**src/hw/rtl/vgmcp_pkg.sv**
```systemverilog
// ----------------------------------------------------------------------------
// VGM command parser package
// Command codes, parse phases, event kinds and the structs shared by modules.
// ----------------------------------------------------------------------------
package vgmcp_pkg;

	localparam logic [7:0] CMD_WRITE_P0 = 8'h52;
	localparam logic [7:0] CMD_WRITE_P1 = 8'h53;
	localparam logic [7:0] CMD_SKIP_ONE = 8'h50;
	localparam logic [7:0] CMD_WAIT_N   = 8'h61;
	localparam logic [7:0] CMD_WAIT_LO  = 8'h70;
	localparam logic [7:0] CMD_WAIT_HI  = 8'h7f;
	localparam logic [7:0] CMD_END      = 8'h66;
	localparam logic [7:0] NIBBLE_MASK  = 8'h0f;

	localparam int unsigned TDATA_W = 64;
	localparam int unsigned TUSER_W = 3;

	typedef enum logic [2:0] {
		PH_IDLE    = 3'd0,
		PH_ADDR    = 3'd1,
		PH_DATA    = 3'd2,
		PH_SKIP    = 3'd3,
		PH_WAIT_LO = 3'd4,
		PH_WAIT_HI = 3'd5,
		PH_DONE    = 3'd6
	} phase_t;

	typedef enum logic [2:0] {
		EV_WRITE0  = 3'd0,
		EV_WRITE1  = 3'd1,
		EV_WAIT    = 3'd2,
		EV_END     = 3'd3,
		EV_UNKNOWN = 3'd4
	} event_kind_t;

	typedef struct packed {
		phase_t      phase;
		logic        pending_port;
		logic [7:0]  held_byte;
		logic [31:0] sample_sum;
	} parse_state_t;

	typedef struct packed {
		logic        valid;
		event_kind_t kind;
		logic [7:0]  register_address;
		logic [7:0]  register_value;
		logic [15:0] wait_count;
		logic [31:0] samples_total;
	} parse_event_t;

endpackage

```
**src/hw/rtl/vgm_command_parser.sv**
```systemverilog
// ----------------------------------------------------------------------------
// VGM command parser
// Turns a headerless sound-log command byte stream into register-write,
// wait, end and unknown-command events with a running sample total.
// ----------------------------------------------------------------------------
// The parser takes one stream byte per clock cycle and puts each event out
// in the cycle after the byte that completes it; the throughput is set by the
// single output register, which refills in the same cycle that its beat is
// taken, so a stalled output holds up the input only while that register is
// full and not being read. Operand bytes produce no beat. After the end
// command, bytes are still accepted but give no event until reset.
module vgm_command_parser (
	input  logic                                clk,
	input  logic                                arst_n,
	input  logic                                s_tvalid,
	output logic                                s_tready,
	input  logic [7:0]                          s_tdata,  // [7:0] stream_byte
	output logic                                m_tvalid,
	input  logic                                m_tready,
	// [7:0] register_address, [15:8] register_value, [31:16] wait_count,
	// [63:32] samples_total
	output logic [vgmcp_pkg::TDATA_W-1:0]      m_tdata,
	output logic [vgmcp_pkg::TUSER_W-1:0]      m_tuser   // [2:0] event_kind
);

	vgmcp_pkg::parse_state_t state_q;
	vgmcp_pkg::parse_state_t state_nxt;
	vgmcp_pkg::parse_event_t evt;
	vgmcp_pkg::parse_event_t out_q;
	logic                    out_valid_q;
	logic                    in_beat;

	assign s_tready = !out_valid_q || m_tready;
	assign in_beat  = s_tvalid && s_tready;

	vgmcp_step u_step (
		.cur         (state_q),
		.stream_byte (s_tdata),
		.nxt         (state_nxt),
		.evt         (evt)
	);

	always_ff @(posedge clk or negedge arst_n) begin
		if (!arst_n) begin
			state_q.phase        <= vgmcp_pkg::PH_IDLE;
			state_q.pending_port <= 1'b0;
			state_q.held_byte    <= 8'd0;
			state_q.sample_sum   <= 32'd0;
			out_valid_q          <= 1'b0;
		end else begin
			if (in_beat) begin
				state_q     <= state_nxt;
				out_valid_q <= evt.valid;
			end else if (m_tready) begin
				out_valid_q <= 1'b0;
			end
		end
	end

	always_ff @(posedge clk) begin
		if (in_beat && evt.valid) begin
			out_q <= evt;
		end
	end

	assign m_tvalid = out_valid_q;
	assign m_tuser  = out_q.kind;
	assign m_tdata  = {out_q.samples_total, out_q.wait_count,
	                   out_q.register_value, out_q.register_address};

endmodule

```
**src/hw/rtl/vgmcp_step.sv**
```systemverilog
// ----------------------------------------------------------------------------
// VGM command parser step
// Decodes one stream byte against the current parse state and yields the
// next state and at most one event.
// ----------------------------------------------------------------------------
module vgmcp_step (
	input  vgmcp_pkg::parse_state_t cur,
	input  logic [7:0]              stream_byte,
	output vgmcp_pkg::parse_state_t nxt,
	output vgmcp_pkg::parse_event_t evt
);

	logic [15:0] short_wait;
	logic [15:0] long_wait;

	assign short_wait = {8'd0, stream_byte & vgmcp_pkg::NIBBLE_MASK} + 16'd1;
	assign long_wait  = {stream_byte, cur.held_byte};

	always_comb begin
		nxt                  = cur;
		evt.valid            = 1'b0;
		evt.kind             = vgmcp_pkg::EV_UNKNOWN;
		evt.register_address = 8'd0;
		evt.register_value   = 8'd0;
		evt.wait_count       = 16'd0;
		evt.samples_total    = cur.sample_sum;

		case (cur.phase)
			vgmcp_pkg::PH_ADDR: begin
				nxt.held_byte = stream_byte;
				nxt.phase     = vgmcp_pkg::PH_DATA;
			end
			vgmcp_pkg::PH_DATA: begin
				nxt.phase            = vgmcp_pkg::PH_IDLE;
				evt.valid            = 1'b1;
				evt.kind             = cur.pending_port ? vgmcp_pkg::EV_WRITE1
				                                        : vgmcp_pkg::EV_WRITE0;
				evt.register_address = cur.held_byte;
				evt.register_value   = stream_byte;
			end
			vgmcp_pkg::PH_SKIP: begin
				nxt.phase = vgmcp_pkg::PH_IDLE;
			end
			vgmcp_pkg::PH_WAIT_LO: begin
				nxt.held_byte = stream_byte;
				nxt.phase     = vgmcp_pkg::PH_WAIT_HI;
			end
			vgmcp_pkg::PH_WAIT_HI: begin
				nxt.phase         = vgmcp_pkg::PH_IDLE;
				nxt.sample_sum    = cur.sample_sum + {16'd0, long_wait};
				evt.valid         = 1'b1;
				evt.kind          = vgmcp_pkg::EV_WAIT;
				evt.wait_count    = long_wait;
				evt.samples_total = nxt.sample_sum;
			end
			vgmcp_pkg::PH_IDLE: begin
				if (stream_byte == vgmcp_pkg::CMD_WRITE_P0 ||
				    stream_byte == vgmcp_pkg::CMD_WRITE_P1) begin
					nxt.pending_port = (stream_byte == vgmcp_pkg::CMD_WRITE_P1);
					nxt.phase        = vgmcp_pkg::PH_ADDR;
				end else if (stream_byte == vgmcp_pkg::CMD_SKIP_ONE) begin
					nxt.phase = vgmcp_pkg::PH_SKIP;
				end else if (stream_byte == vgmcp_pkg::CMD_WAIT_N) begin
					nxt.phase = vgmcp_pkg::PH_WAIT_LO;
				end else if (stream_byte >= vgmcp_pkg::CMD_WAIT_LO &&
				             stream_byte <= vgmcp_pkg::CMD_WAIT_HI) begin
					nxt.sample_sum    = cur.sample_sum + {16'd0, short_wait};
					evt.valid         = 1'b1;
					evt.kind          = vgmcp_pkg::EV_WAIT;
					evt.wait_count    = short_wait;
					evt.samples_total = nxt.sample_sum;
				end else if (stream_byte == vgmcp_pkg::CMD_END) begin
					nxt.phase = vgmcp_pkg::PH_DONE;
					evt.valid = 1'b1;
					evt.kind  = vgmcp_pkg::EV_END;
				end else begin
					evt.valid          = 1'b1;
					evt.kind           = vgmcp_pkg::EV_UNKNOWN;
					evt.register_value = stream_byte;
				end
			end
			default: begin
				// After the end command every byte is swallowed until reset.
				nxt.phase = vgmcp_pkg::PH_DONE;
			end
		endcase
	end

endmodule

```
**config.mk**
```make
export PLATFORM = sky130hd
export DESIGN_NAME = vgm_command_parser
export DESIGN_NICKNAME = d
export VERILOG_FILES = /design/src/hw/rtl/vgmcp_pkg.sv /design/src/hw/rtl/vgm_command_parser.sv /design/src/hw/rtl/vgmcp_step.sv
export SDC_FILE = /design/constraint.sdc
export NUM_CORES = 1
export LEC_CHECK = 0
export ABC_AREA = 0
export BUFFER_PORTS_ARGS = -buffer_cell sky130_fd_sc_hd__buf_2
export CAP_MARGIN = 10
export CORE_AREA = 2 2 110 112
export CTS_CLUSTER_SIZE = 24
export DETAILED_ROUTE_END_ITERATION = 8
export DIE_AREA = 0 0 112 114
export GPL_TIMING_DRIVEN = 0
export PLACE_DENSITY = 0.89
export SYNTH_ARGS = -nofsm -noshare
export SYNTH_HDL_FRONTEND = slang
export SYNTH_SLANG_ARGS = --single-unit
```
**constraint.sdc**
```tcl
create_clock -name clk -period 7.1 [get_ports clk]
set_input_delay 0.71 -clock clk [delete_from_list [all_inputs] [get_ports clk]]
set_output_delay 0.71 -clock clk [all_outputs]
set_load 0.02 [all_outputs]
```
# Yosys cells after proc, flatten, opt, wreduce, memory -nomap -nowiden

Index checks and enable logic that the tools add are counted.

Flip-flop bits (word level): 112
Input bits: 12
Output and inout bits: 69
Logic and storage cells: 74

$add $sub $neg: 3
Magnitude comparators: 2
Eq/ne operators: 16
Muxes and demuxes: 28
Reduce and logical (&&, ||, !) cells: 15

Operators with widths:

| cell                                                            | count |
|---|---|
| 2-to-1 mux 56 bit                                               | 3 |
| 2-to-1 mux 32 bit                                               | 4 |
| case mux 48 bit (2 select lines)                                | 1 |
| adder 32 x 16 -> 32 bit                                         | 2 |
| case mux 32 bit (2 select lines)                                | 1 |
| 2-to-1 mux 48 bit                                               | 1 |
| equality test 8 x 7 -> 1 bit (second input constant)            | 5 |
| 2-to-1 mux 3 bit                                                | 7 |
| 2-to-1 mux 8 bit                                                | 2 |
| case mux 8 bit (2 select lines)                                 | 1 |
| 2-to-1 mux 4 bit                                                | 3 |
| case mux 3 bit (4 select lines)                                 | 1 |
| case mux 4 bit (3 select lines)                                 | 1 |
| >= comparator 8 x 7 -> 1 bit (second input constant)            | 1 |
| less-or-equal comparator 8 x 7 -> 1 bit (second input constant) | 1 |
| equality test 3 x 2 -> 1 bit (second input constant)            | 2 |
| equality test 3 bit (second input constant)                     | 2 |
| inequality test 2 bit (second input constant)                   | 3 |
| AND reduction 3 bit                                             | 2 |
| AND reduction 6 bit                                             | 1 |
| adder 4 x 1 -> 5 bit (second input constant)                    | 1 |
| inequality test 5 x 1 -> 1 bit (second input constant)          | 1 |
| inequality test 5 x 2 -> 1 bit (second input constant)          | 1 |
| nonzero test 2 bit                                              | 2 |
| other kinds (10)                                                | 15 |

# Depth between registers and ports, before layout

Word-level depth: 8
Mapped depth: 11
Gate-level depth less buffers: 11

# Modules after synthesis

Synthesis repeated with hierarchy kept, for this count alone.

Cell total of the unflattened synthesis: 554
Area total of the unflattened synthesis: 6586.3 µm²

By module, submodules not included:

| module             | times used | cells each | area an instance (µm²) | sequential area each (µm²) |
|---|---|---|---|---|
| vgm_command_parser | 1          | 165        | 3867.5                 | 3138.0 |
| vgmcp_step         | 1          | 389        | 2718.9                 | 0.0 |

# Least setup slack after synthesis

Ideal clock, no wire load.

Path kind: input to register
From: input port s_tdata[0]
To: register out_q (netlist bit m_tdata[0]) (enable)
Library setup time: 492 ps
Data arrival time: 4492 ps
Required time: 6608 ps
Path slack: 2116 ps
Cell stages on the path: 7
Buffers on the path: 0
Cells stage by stage: inv_1 > ha_1 > or3_1 > nand4_1 > and3_1 > nor3_1 > nor2_1

Cells in the longest elaborated chain, start to end: 6
Elaborated cells between the ends (all ways): 10
Those cells by class: eq/ne (4); mux (4); reduce/logical (2)

Ends and longest elaborated chain:

| item                              | RTL line                 | RTL |
|---|---|---|
| start, declared                   | vgm_command_parser.sv:17 | `input logic [7:0] s_tdata,` |
| equality test 8 x 7 -> 1 bit      | vgmcp_step.sv:63         | `end else if (stream_byte == vgmcp_pkg::CMD_WAIT_N) begin` |
| 2-to-1 mux 4 bit                  | vgmcp_step.sv:63         |  |
| 2-to-1 mux 4 bit                  | vgmcp_step.sv:61         | `end else if (stream_byte == vgmcp_pkg::CMD_SKIP_ONE) begin` |
| 2-to-1 mux 4 bit *                | vgmcp_step.sv:57         | `if (stream_byte == vgmcp_pkg::CMD_WRITE_P0 \|\|` |
| case mux 4 bit (3 select lines) * | vgmcp_step.sv:28         | `case (cur.phase)` |
| logical AND 1 bit *               | vgm_command_parser.sv:61 | `if (in_beat && evt.valid) begin` |
| end signal, assigned              | vgm_command_parser.sv:62 | `out_q <= evt;` |
| end, declared                     | vgm_command_parser.sv:29 | `vgmcp_pkg::parse_event_t out_q;` |

Every way passes the cells marked *; elsewhere a longest branch is shown, timed or not.
A chain may end at the register's enable or synchronous reset.

==> impl_metrics.ini <==
[hold_path]
hp-class = register to register

[pwr]
pwr-share-clk_pct = 16.5
worst_ir_drop_vdd_v = 0.000275
leakage_nw = 3.16
power_frac_seq_pct = 32.8
switching_power_mw = 1.57
cellPowerDensity_mw_per_mm2 = 437
sw_frac_of_total_pct = 46.1
pwr-share-comb_pct = 50.6
internal_power_mw = 1.83

[critical_path]
worst-path-buf-inv = 3
endpoint_kind = register
critical_path.max_stage_delay_ps = 430
critical_path.top_delay_family = compound AO/OA/AOI/OAI gates
cp.arrival_ps = 3440
crit_path_cell_trace = buf_2 -> inv_1 -> ha_1 -> inv_1 -> fa_1 -> nor2b_1 -> o31a_1 -> o21ai_1 -> nor2_1 -> o21ai_0 -> a21oi_1 -> o21ai_0
crit_fanout = 6
critPathSlowestCell = fa_1
worstSetupPathType = input pin to register
critPathLaunchType = input pin
required_ps = 7170

[global_route]
grt.total_usage_pct = 31.8
grt_max_degree = 46
grt_pass1_vias = 5725
grt_overflow = 0
antenna_found_initial = 0
grt_first_pass_wirelength_um = 31400

[logic_synthesis]
syn_inst = 671
synth_ff_type = edfxtp_1
synth_edf_count = 67
synthArstFlopShare_pct = 40.2
syn_avg_cell_area_um2 = 10.2
synthesis.area_mm2 = 0.00683
yosys_warnings = 0
yosysSeqAreaShare_pct = 46.0
yosys.cell_types.count = 86
synth_seq_cells = 112
syn_nets = 711

[final_layout]
multi_input_area_mm2 = 0.00351
final_area_mm2 = 0.00777
seq_area_mm2 = 0.00314
nNetsFinal = 803
n_fill_cell = 894
fin_util_pct = 66.3
final_cell_mix = 89 x buf_2, 75 x nand2_1, 67 x edfxtp_1
syn_to_final_growth_pct = 13.8
final_common_cell = buf_2
n_antenna_cell = 0
drive_above_1_share_pct = 20.1

[timing]
tightest_slew_ps = 1130
fin_skew_ps = 8.43
grt_setup_unrepaired = no
clock.fmax_mhz = 296
final_max_slew_viol_count = 0
hold_violations = 0
fin_setup_tns_ps = 0
slew_headroom_pct = 24.6
min_period_ps = 3380
setup_violations = 0
period_share_pct = 47.6

[floorplan]
die_x_um = 112
die_h_um = 114
ios = 81
coreArea_mm2 = 0.0117
start_util_pct = 58.3
rows = 40
dieArea_mm2 = 0.0128

[clock_network]
ctsRootBufferMaster = clkbuf_16
ctsHoldBuffers = 0
numCtsBuffers = 9
clock_path_buffers = 2
cts_max_level = 3
cts_setup_buffers = 0
cts_tree = built
insertion_delay_ps = 360
clkSinkCount = 112
cts_resized = 0
path_clk_slew_ps = 80

[flow_run]
max-cap-violations = 0

[placement]
place_congestion = 0.962
placed_area_mm2 = 0.00744
dp_hpwl_um = 14600
portBuffers = 80

[detailed_routing]
wirelength_um = 19900
ant_nets = 0
drc_errors = 0
route.vias.total = 5884
routed_via_density = 6.43
drtIter0Drc = 710
drt_pass1_iterations = 7
avgRoutedWirePerCell_um = 21.7

[run_status]
status = finished clean
==> worst reg2reg max path, delay by kind of cell, from the launching register on <==
family | cells | cell delay [ps]
AOI/OAI and AO/OA | 4 | 1290
adders and majority gates | 2 | 690
DFF | 1 | 430
and+or+nand+nor | 2 | 250
xor gates and xnor gates | 1 | 160
==> logic make-up after synthesis <==
kind of cell | Yosys count | share of synthesized area, %
simple gates | 256 | 20.3
compound gates | 181 | 18.8
flops | 112 | 46.0
xor+xnor | 47 | 6.03
buf+inv | 42 | 2.77
fa+ha+maj | 28 | 5.35
mux | 5 | 0.806
==> synthesized netlist by cell type, types with 10 or more instances <==
master	count	area share [%]
and3_1	17	1.6
nor3_1	12	0.88
nand2_1	75	4.1
and2_1	16	1.5
nand3_1	19	1.4
o21ai_0	41	3.0
ha_1	26	4.8
xnor2_1	30	3.8
nor2_1	51	2.8
clkbuf_1	18	0.99
xor2_1	17	2.2
dfrtp_1	45	16
edfxtp_1	67	29
nand4_1	12	1.1
a21oi_1	39	2.9
inv_1	10	0.55
==> sequential cells by signal, indices dropped and copies added, names as in the netlist <==
| register | flops |
|---|---|
| m_tdata | 64 |
| m_tuser | 3 |
| state_q | 44 |
| m_tvalid | 1 |
==> power groups by stage <==
stage / combinational [mW] / clock, mW / sequential [mW]
2_1_floorplan: 1.10 / 0 / 1.21
3_3_place_gp: 1.64 / 0 / 1.12
3_5_place_dp: 1.68 / 0 / 1.12
4_1_cts: 1.69 / 0.561 / 1.11
5_1_grt: 1.87 / 0.586 / 1.14
6_report: 1.72 / 0.562 / 1.12
==> final cells by class <==
cell class                      instances  share of cell area (%)
Buffer                                 32                    1.95
Clock buffer                            9                    2.90
Clock inverter                          7                    1.35
Inverter                               10                   0.483
Multi-Input combinational cell        517                    45.2
Sequential cell                       112                    40.4
Tap cell                              147                    2.37
Timing Repair Buffer                   81                    5.41
==> per-layer routing <==
metal	part of all wire, %	wire length (um)	global-route usage [%]
met5	0	0	0
met1	42	8260	45.0
met3	11	2190	7.44
met4	2.9	575	12.4
met2	45	8860	48.0
==> worst paths after layout <==
kind | slack, ps | startpoint | cells after the start | to
worst max-delay path | 3720 | s_tdata[0] | 12 | m_tdata[40]
worst min-delay path | 540 | state_q[40] | 1 | state_q[40]
worst max register to register | 4020 | state_q[0] | 9 | m_tdata[62]
worst min register to register | 540 | state_q[40] | 1 | state_q[40]
max in group asynchronous | 5840 | arst_n | 1 | state_q[38]
min in group asynchronous | 550 | arst_n | 1 | state_q[7]
==> stage by stage <==
| step | power [mW] | hold WS [ps] | std cells | setup WS, ps |
|---|---|---|---|---|
| final | 3.40 | 538 | 915 | 3720 |
| after global routing | 3.59 | 538 | 915 | 3580 |
| after CTS | 3.36 | 529 | 915 | 3810 |
| after detailed placement | 2.80 | 511 | 899 | 3430 |
| after global placement | 2.76 | 497 | 898 | 710 |
| after floorplan | 2.32 | 414 | 671 | 2120 |
Note: power is estimated with default switching activity, not from simulation.
